===== config.mk =====
export PLATFORM = sky130hd
export DESIGN_NAME = lpht_ram
export DESIGN_NICKNAME = d
export VERILOG_FILES = /design/src/rtl/lpht_ram.sv
export SDC_FILE = /design/constraint.sdc
export NUM_CORES = 1
export LEC_CHECK = 0
export ABC_AREA = 1
export BUFFER_PORTS_ARGS = -buffer_cell sky130_fd_sc_hd__buf_2
export CORE_ASPECT_RATIO = 1.25
export CORE_MARGIN = 8
export CORE_UTILIZATION = 40
export DETAILED_ROUTE_END_ITERATION = 16
export PLACE_DENSITY_LB_ADDON = 0.12
export SYNTH_ARGS = -nofsm -noshare
export SYNTH_HDL_FRONTEND = slang
export SYNTH_SLANG_ARGS = --single-unit
export TNS_END_PERCENT = 5

===== constraint.sdc =====
create_clock -name clk -period 1.8 [get_ports clk]
set_clock_uncertainty 0.05 [all_clocks]
set_input_delay 0.18 -clock clk [delete_from_list [all_inputs] [get_ports clk]]
set_output_delay 0.18 -clock clk [all_outputs]
set_load 0.1 [all_outputs]

===== src/rtl/lpht_ram.sv =====
// Generic single-port-write, single-read RAM with registered read data.
// No dependencies.
module lpht_ram #(
    parameter int Width = 8,
    parameter int Depth = 16
) (
    input  logic                     clk,
    input  logic                     we,
    input  logic [$clog2(Depth)-1:0] waddr,
    input  logic [Width-1:0]         wdata,
    input  logic [$clog2(Depth)-1:0] raddr,
    output logic [Width-1:0]         rdata
);
    logic [Width-1:0] mem [Depth];

    always_ff @(posedge clk)
    begin
        if (we)
        begin
            mem[waddr] <= wdata;
        end
        rdata <= mem[raddr];
    end
endmodule


==> flow_summary.toml, run 1 <==
[run_status]
status = "complete, no violations"

[worst_setup_path]
required_ns = 1.57
reg2reg_setup_slack_ns = 0.72
path_delay_family = "buffers and inverters"
crit_path_top_delay_cell = "buf_2"
worstPathArrival_ns = 1.24
slowest_delay_ns = 0.45
end_kind = "output pin"
crit_buf_inv = 1
start_kind = "register"
critPathMaxFanout = 1
crit_chain = "buf_2"
worst-setup-path-type = "register to output pin"

[global_route]
grt.overflow.total = 0
antenna_found_initial = 0
globalRouteTotalUtil_pct = 16.1
grt_pass1_wl_um = 21400
grt_pass1_vias = 3696
grt_max_degree = 36

[drt]
routed-via-count = 3740
wirelength_um = 13900
firstDrtPassIters = 4
wl_per_cell_um = 17.8
drt.antenna.violating_nets = 0
drc = 0
first_iter_violations = 223
avgViaCountPerCell = 4.76

[cts]
cts-resized-gates = 0
cts_tree = "done"
cts_buffer_depth = 2
holdBufCountCts = 0
cts_root_buffer = "clkbuf_16"
htreeDepth = 4
clk_latency_ns = 0.42
numClockSinks = 136
cts.reportedPaths.clkPinSlew_ns = 0.06
cts_setup_buffers = 0
cts_buffers = 17

[final_layout]
antenna_cells = 0
multi_input_area_um2 = 1210
fillers = 1330
area_growth_syn_to_layout_pct = 17.5
drive_gt1_share_pct = 12.4
nNetsFinal = 612
fin_area_um2 = 6780
regArea_um2 = 4000

[timing]
fmax_ghz = 0.680
worstMarginPinSlew_ns = 0.559
fin_tns_setup_ns = 0
hold_viol_final = 0
maxSlewViolCount = 0
finalSetupViolCount = 0
rsz0062_at_grt = "no"
finalCritPeriodShare_pct = 81.7
finalCriticalPeriod_ns = 1.47
relSlewSlack_pct = 62.7

[yosys]
synth_adder_area_share_pct = 0
synth.mux.area_fraction_pct = 0
synth_top_family_by_area = "simple AND/OR/NAND/NOR gates"
ys_seq_area_share_pct = 69.4
yosysWarningCount = 0
synth_simple_gate_area_share_pct = 21.0
synth_top_cell_area_share_pct = 66.7
ys_top_cells_by_area = "edfxtp_1 (67%), nand2_1 (11%), nand3_1 (8.4%), inv_1 (6.5%), dfxtp_1 (2.8%)"
yosysTopAreaCell = "edfxtp_1"
synth_area_um2 = 5770
synthDistinctLibCells = 12
synth-seq-cells = 136
avgSynthCellArea_um2 = 10.5
syn_nets = 569
synth_xor_area_share_pct = 0
synth_compound_area_share_pct = 0
postSynthCellCount = 551

[place]
port_buffers = 25
routabilityCongestion = 0.783
dp_hpwl_um = 8680
placed_area_um2 = 6160

[min_path]
hp-class = "input pin to register"

[floorplanning]
fp.coreArea_um2 = 14200
dieArea_um2 = 18500
die_y_um = 150
initial_core_util_pct = 40.5
die_w_um = 123
io_pins = 26
rows = 49

[pwr]
ir_drop_v = 0.000709
power_density_nw_per_um2 = 1160
power.leakage_nw = 2.95

[flow_run]
drv_cap = 0
==> layout by cell type, fill, tap and decap left out <==
cell	count
clkinv_2	2
bufinv_16	5
clkinvlp_4	1
inv_1	100
clkinv_1	2
nand3_1	97
buf_4	20
nand3b_1	2
buf_2	25
nor2_1	17
buf_12	3
dfxtp_1	8
inv_2	2
clkbuf_1	5
nand2_1	173
clkbuf_16	17
edfxtp_1	128
==> per-layer routing <==
metal	track usage (%)	up-vias	part of all wire [%]	wire length (um)
li1	-	1855	-	-
met1	19.3	1792	43	5980
met5	0	-	0	0
met3	3.49	17	3.7	514
met2	27.4	76	52	7210
met4	6.34	0	1.7	231
==> cells by family (layout without fill, tap and decap cells) <==
family,after synthesis,after routing
buf+inv,126,182
flops,136,136
simple gates,289,289
==> synth_stat cells (all sizes together) <==
master and count:
inv 102, buf 24, nor2 17, nand2 173, nand3 97, nand3b 2
dfxtp 8, edfxtp 128
==> cell type report <==
class	count	share of cell area, %
timing repair buffer	48	4.95
tap	178	3.29
clock buffer	22	6.55
sequential	136	59.1
multi-input combinational	289	17.9
clock inverter	10	2.58
inverter	102	5.65
==> stage by stage <==
stage | hold WS, ns | setup slack, ns | power [W] | std cells | util [%]
floorplan | 0.229 | 0.619 | 0.00402 | 551 | -
global placement | 0.515 | 0.359 | 0.00423 | 753 | 43.3
detailed placement | 0.511 | 0.336 | 0.00423 | 753 | 43.3
CTS | 0.0728 | 0.321 | 0.00789 | 785 | 47.7
global route | 0.101 | 0.313 | 0.00808 | 785 | 47.7
finish | 0.0783 | 0.330 | 0.00783 | 785 | 47.7
==> path summary, 6_finish.rpt <==
check,start,endpoint,cells past startpoint
max,rdata[0],rdata[0],1
min,raddr[3],rdata[2],3
max reg2reg,mem[9][0],rdata[0],6
min reg2reg,mem[10][6],rdata[6],6
==> registers in the layout (all words and copies together) (netlist names) <==
name and cells:
mem 128, rdata 8
==> where the power goes <==
group	switching [W]	internal, W
registers	0.0000217	0.00354
clock network	0.00123	0.00244
logic	0.000462	0.000134
total	0.00171	0.00612
Power figures use the tool's default switching activity.
==> run 2: changes to the inputs <==
==> constraint.sdc (replaced) <==
create_clock -name clk -period 1.45 [get_ports clk]
set_clock_uncertainty 0.05 [all_clocks]
set_input_delay 0.145 -clock clk [delete_from_list [all_inputs] [get_ports clk]]
set_output_delay 0.145 -clock clk [all_outputs]
set_load 0.1 [all_outputs]
==> run 2 against run 1 <==
Count of clock-buffer cells in the layout is the same. Sequential cell count is the same. Global-route usage shrank 0.10 points. Cell count grew 0.51%. Die area is the same. Worst hold slack lost 0.034 ns. Critical endpoint unchanged. Largest cell class unchanged. Highest routed layer unchanged.
==> flow_summary.toml, run 2 (synthesis gave the netlist of run 1 again) <==
[run_status]
status = "complete, no violations"

[cts]
cts_setup_buffers = 0
cts-resized-gates = 0
cts_buffer_depth = 2
clk_latency_ns = 0.42
cts_root_buffer = "clkbuf_16"
cts.reportedPaths.clkPinSlew_ns = 0.06
numClockSinks = 136
holdBufCountCts = 0
cts_buffers = 17
htreeDepth = 4
cts_tree = "done"

[drt]
routed-via-count = 3807
drc = 0
drt.antenna.violating_nets = 0
first_iter_violations = 210
wl_met1_um = 6100
avgViaCountPerCell = 4.83
wl_met2_um = 6980
dr_wl_met3_um = 475
wl_per_cell_um = 17.5
firstDrtPassIters = 5
highest_layer = "met4"
wirelength_um = 13800

[final_layout]
antenna_cells = 0
final_common_cell = "nand2_1"
largest_register = "mem"
largest_reg_flops = 128
postLayoutCoreUtil_pct = 47.6
final_cell_mix = "nand2_1 (173), edfxtp_1 (128), inv_1 (100)"
area_growth_syn_to_layout_pct = 17.4
drive_gt1_share_pct = 13.6
reg_top3 = "mem (128), rdata (8)"
nNetsFinal = 616

[timing]
fin_tns_setup_ns = 0
whs_ns = 0.0440
rsz0062_at_grt = "no"
hold_viol_final = 0
fmax_ghz = 0.712
finalSetupViolCount = 0
finalCritPeriodShare_pct = 96.9
fin_ws_ns = 0.0455
maxSlewViolCount = 0
relSlewSlack_pct = 66.5
worstMarginPinSlew_ns = 0.505
finalCriticalPeriod_ns = 1.40

[place]
port_buffers = 25
pre_cts_ws_ns = 0.132
routabilityCongestion = 0.855
dp_hpwl_um = 8980

[floorplanning]
fp.coreArea_um2 = 14200
rows = 49
initial_core_util_pct = 40.5
die_y_um = 150
dieArea_um2 = 18500
io_pins = 26
die_w_um = 123

[pwr]
power.leakage_nw = 2.95
finalPower_w = 0.00943
power_density_nw_per_um2 = 1390
ir_drop_v = 0.000688

[min_path]
hp-class = "input pin to register"

[worst_setup_path]
path_delay_family = "buffers and inverters"
crit_buf_inv = 1
critPathMaxFanout = 1
crit_chain = "buf_2"
required_ns = 1.25
worstPathArrival_ns = 1.21
end_kind = "output pin"
start_kind = "register"
slowest_delay_ns = 0.45
worst-setup-path-type = "register to output pin"
crit_path_top_delay_cell = "buf_2"

[flow_run]
drv_cap = 0

[global_route]
antenna_found_initial = 0
grt_max_degree = 33
globalRouteTotalUtil_pct = 16.0
grt_pass1_wl_um = 21600
grt.overflow.total = 0
grt_pass1_vias = 3909
-- run 2: cell types whose count changed in the layout (fill, tap and decap cells not counted), sizes merged --
| cell | previous run | this run |
|---|---|---|
| inv | 102 | 104 |
| buf | 48 | 52 |
| clkinvlp | 1 | 2 |
| bufinv | 5 | 2 |
-- run 2: metal layers --
metal	vias to the layer above	track usage, %
met5	-	0
met4	0	6.46
met3	16	3.34
met2	62	27.1
met1	1862	19.3
li1	1867	-
-- run 2: stage by stage --
stage               instances  cell area, um2
global placement          757            6180
global route              789            6770
finish                    789            6770
floorplan                 551            5770
detailed placement        757            6180
CTS                       789            6770
-- run 2: cell type report --
type | count | area (um2)
inverters | 102 | 383
well taps | 178 | 223
clock inverters | 10 | 119
fillers | 1349 | 7450
repair buffers | 52 | 353
flip-flops and latches | 136 | 4000
clock buffers | 22 | 474
multi-input cells | 289 | 1210
-- run 2: final timing paths --
path | startpoint | end | slack (ns) | cells after the start
setup / recovery | rdata[0] | rdata[0] | 0.05 | 1
hold / removal | raddr[3] | rdata[3] | 0.04 | 3
setup reg to reg | mem[5][6] | rdata[6] | 0.37 | 6
hold reg to reg | mem[10][6] | rdata[6] | 0.61 | 6
-- run 2: power by group --
group          total (W)  switching (W)  internal, W
logic           0.000737       0.000566     0.000171
registers        0.00443      0.0000299      0.00440
clock network    0.00427        0.00159      0.00267
total            0.00943        0.00219      0.00724
==> run 3: changes to the inputs <==
--- a/config.mk
+++ b/config.mk
@@ -5,7 +5,7 @@
 export SDC_FILE = /design/constraint.sdc
 export NUM_CORES = 1
 export LEC_CHECK = 0
-export ABC_AREA = 1
+export ABC_AREA = 0
 export BUFFER_PORTS_ARGS = -buffer_cell sky130_fd_sc_hd__buf_2
 export CORE_ASPECT_RATIO = 1.25
 export CORE_MARGIN = 8
==> run 3 against run 2 <==
Global-route usage shrank 2.9 points. Worst setup slack better by 0.023 ns. Core utilization up 2.6 points. Critical path depth rose by 2. Synthesized cell count decreased by 58%. First-iteration DRC count decreased by 55%. Clock power grew 3%. Non-clock buffer count is 6 higher. Sequential share of layout area grew 4.1 points. Die area decreased by 9.5%.
==> flow_summary.toml, run 3 <==
[final_layout]
drive_gt1_share_pct = 35.9
largest_reg_flops = 128
reg_top3 = "mem (128), rdata (8)"
final_cell_mix = "edfxtp_1 (128), buf_4 (30), buf_2 (23)"
nNetsFinal = 314
fin_area_um2 = 6330
largest_register = "mem"
layout.cells.non_filler = 477
area_growth_syn_to_layout_pct = 23.0
antenna_cells = 0
final_common_cell = "edfxtp_1"

[timing]
finalCritPeriodShare_pct = 95.3
finalCriticalPeriod_ns = 1.38
maxSlewViolCount = 0
worstMarginPinSlew_ns = 0.802
hold_viol_final = 0
relSlewSlack_pct = 46.3
rsz0062_at_grt = "no"
fmax_ghz = 0.724
whs_ns = 0.0729
finalSetupViolCount = 0

[cts]
clk_latency_ns = 0.41
holdBufCountCts = 0
cts.reportedPaths.clkPinSlew_ns = 0.06
htreeDepth = 4
numClockSinks = 136
cts_buffers = 17
cts_tree = "done"
cts_buffer_depth = 2
cts_root_buffer = "clkbuf_16"

[yosys]
ys_seq_area_share_pct = 77.8
yosysTopAreaCell = "edfxtp_1"
synthTopCellsByCount = "edfxtp_1 (128), mux4_2 (18), a22oi_1 (16), mux4_1 (14), nor2_1 (13)"
avgSynthCellArea_um2 = 22.5
synth_top_cell_area_share_pct = 74.7
syn_nets = 247
synth-main-ff-cell = "edfxtp_1"
synthDistinctLibCells = 19
postSynthCellCount = 229
ys_top_cells_by_area = "edfxtp_1 (75%), mux4_2 (7.9%), mux4_1 (7.1%), dfxtp_1 (3.1%), a22oi_1 (2.3%)"
yosysMostFrequentCell = "edfxtp_1"
synth_area_um2 = 5150
synth_edf_count = 128
async_flop_share_pct = 0
synth-seq-cells = 136
yosysWarningCount = 0

[floorplanning]
fp.coreArea_um2 = 12600
die_w_um = 117
io_pins = 26
dieArea_um2 = 16800
die_y_um = 143
rows = 46
initial_core_util_pct = 40.8

[place]
dp_cells = 445
port_buffers = 25
placed_area_um2 = 5700
dp_hpwl_um = 7090
routabilityCongestion = 0.710

[worst_setup_path]
required_ns = 1.69
worstPathArrival_ns = 1.62
critPathMaxFanout = 1
start_kind = "register"
end_kind = "register"
worst-setup-path-type = "register to register"

[global_route]
grt_max_degree = 22
grt.overflow.total = 0
grt_pass1_wl_um = 16000
antenna_found_initial = 0
grt_pass1_vias = 2731
globalRouteTotalUtil_pct = 13.1

[drt]
firstDrtPassIters = 4
routed-via-count = 2456
drt.antenna.violating_nets = 0
drc = 0
wirelength_um = 10500
wl_per_cell_um = 22.0
first_iter_violations = 95
avgViaCountPerCell = 5.15

[flow_run]
drv_cap = 0

[min_path]
hp-class = "input pin to register"

[pwr]
ir_drop_v = 0.000746
power_density_nw_per_um2 = 1500
power.leakage_nw = 2.18

[run_status]
status = "complete, no violations"
## run 3: changes by cell type in the layout (fill, tap and decap cells not counted), moves of 3 or more
cell,previous run,this run
a22oi_1,0,13
a22oi_2,0,3
buf_4,25,30
clkbuf_8,3,0
clkinv_2,1,5
inv_1,100,0
mux4_1,0,14
mux4_2,0,18
nand2_1,173,9
nand3_1,97,1
nor2_1,17,13
nor3_1,0,3
## run 3: routing by layer
metal | vias to the layer above | track usage (%) | routed length [um]
li1 | 1110 | - | -
met5 | - | 0 | 0
met1 | 1289 | 15.4 | 4720
met3 | 12 | 3.40 | 296
met4 | 0 | 5.07 | 127
met2 | 45 | 22.7 | 5330
## run 3: worst max-delay path: stages (launching register included)
cell	delay (ns)
edfxtp_1	0.37
mux4_1	0.51
a22oi_1	0.27
nand2_1	0.07
## run 3: final cells by class
| class | count | area [um2] |
|---|---|---|
| clock inverters | 14 | 181 |
| clock buffers | 18 | 429 |
| multi-input cells | 83 | 1080 |
| fillers | 1047 | 6270 |
| flip-flops and latches | 136 | 4000 |
| repair buffers | 58 | 428 |
| well taps | 168 | 210 |
## run 3: metrics by stage
stage / worst slack [ns] / power, W / TNS (ns) / utilization, %
after floorplan: -0.0111 / 0.00491 / -0.267 / -
after global placement: -0.198 / 0.00514 / -1.24 / 45.2
after detailed placement: -0.219 / 0.00514 / -1.35 / 45.2
after CTS: 0.00154 / 0.00954 / 0 / 50.1
after global routing: 0.0151 / 0.00976 / 0 / 50.2
final: 0.0681 / 0.00947 / 0 / 50.2
## run 3: cells by family (layout without fill, tap and decap cells)
group / after synthesis / after routing / synth area share, %
flip-flops: 136 / 136 / 77.8
AND/OR/NAND/NOR: 35 / 35 / 3.18
multiplexers: 32 / 32 / 15.0
AO/OA/AOI/OAI: 16 / 16 / 2.33
buffers and inverters: 10 / 90 / 1.68
## run 3: where the power goes
part | switching (W) | leakage (nW) | total [W] | internal [W]
Sequential | 0.0000287 | 1.22 | 0.00442 | 0.00440
Combinational | 0.000427 | 0.664 | 0.000634 | 0.000207
Clock | 0.00156 | 0.297 | 0.00441 | 0.00286
Total | 0.00201 | 2.18 | 0.00947 | 0.00746
## run 3: worst paths after layout
path | slack (ns) | depth (start not counted) | start | endpoint
max | 0.07 | 3 | mem[9][1] | rdata[1]
min | 0.07 | 1 | wdata[7] | mem[12][7]
max reg2reg | 0.07 | 3 | mem[9][1] | rdata[1]
min reg2reg | 0.63 | 3 | mem[12][4] | rdata[4]
## run 3: repair_timing
item	4_1_cts	5_1_grt
setup buffers	0	0
endpoints found under the setup margin	1	4
resized for setup	1	4
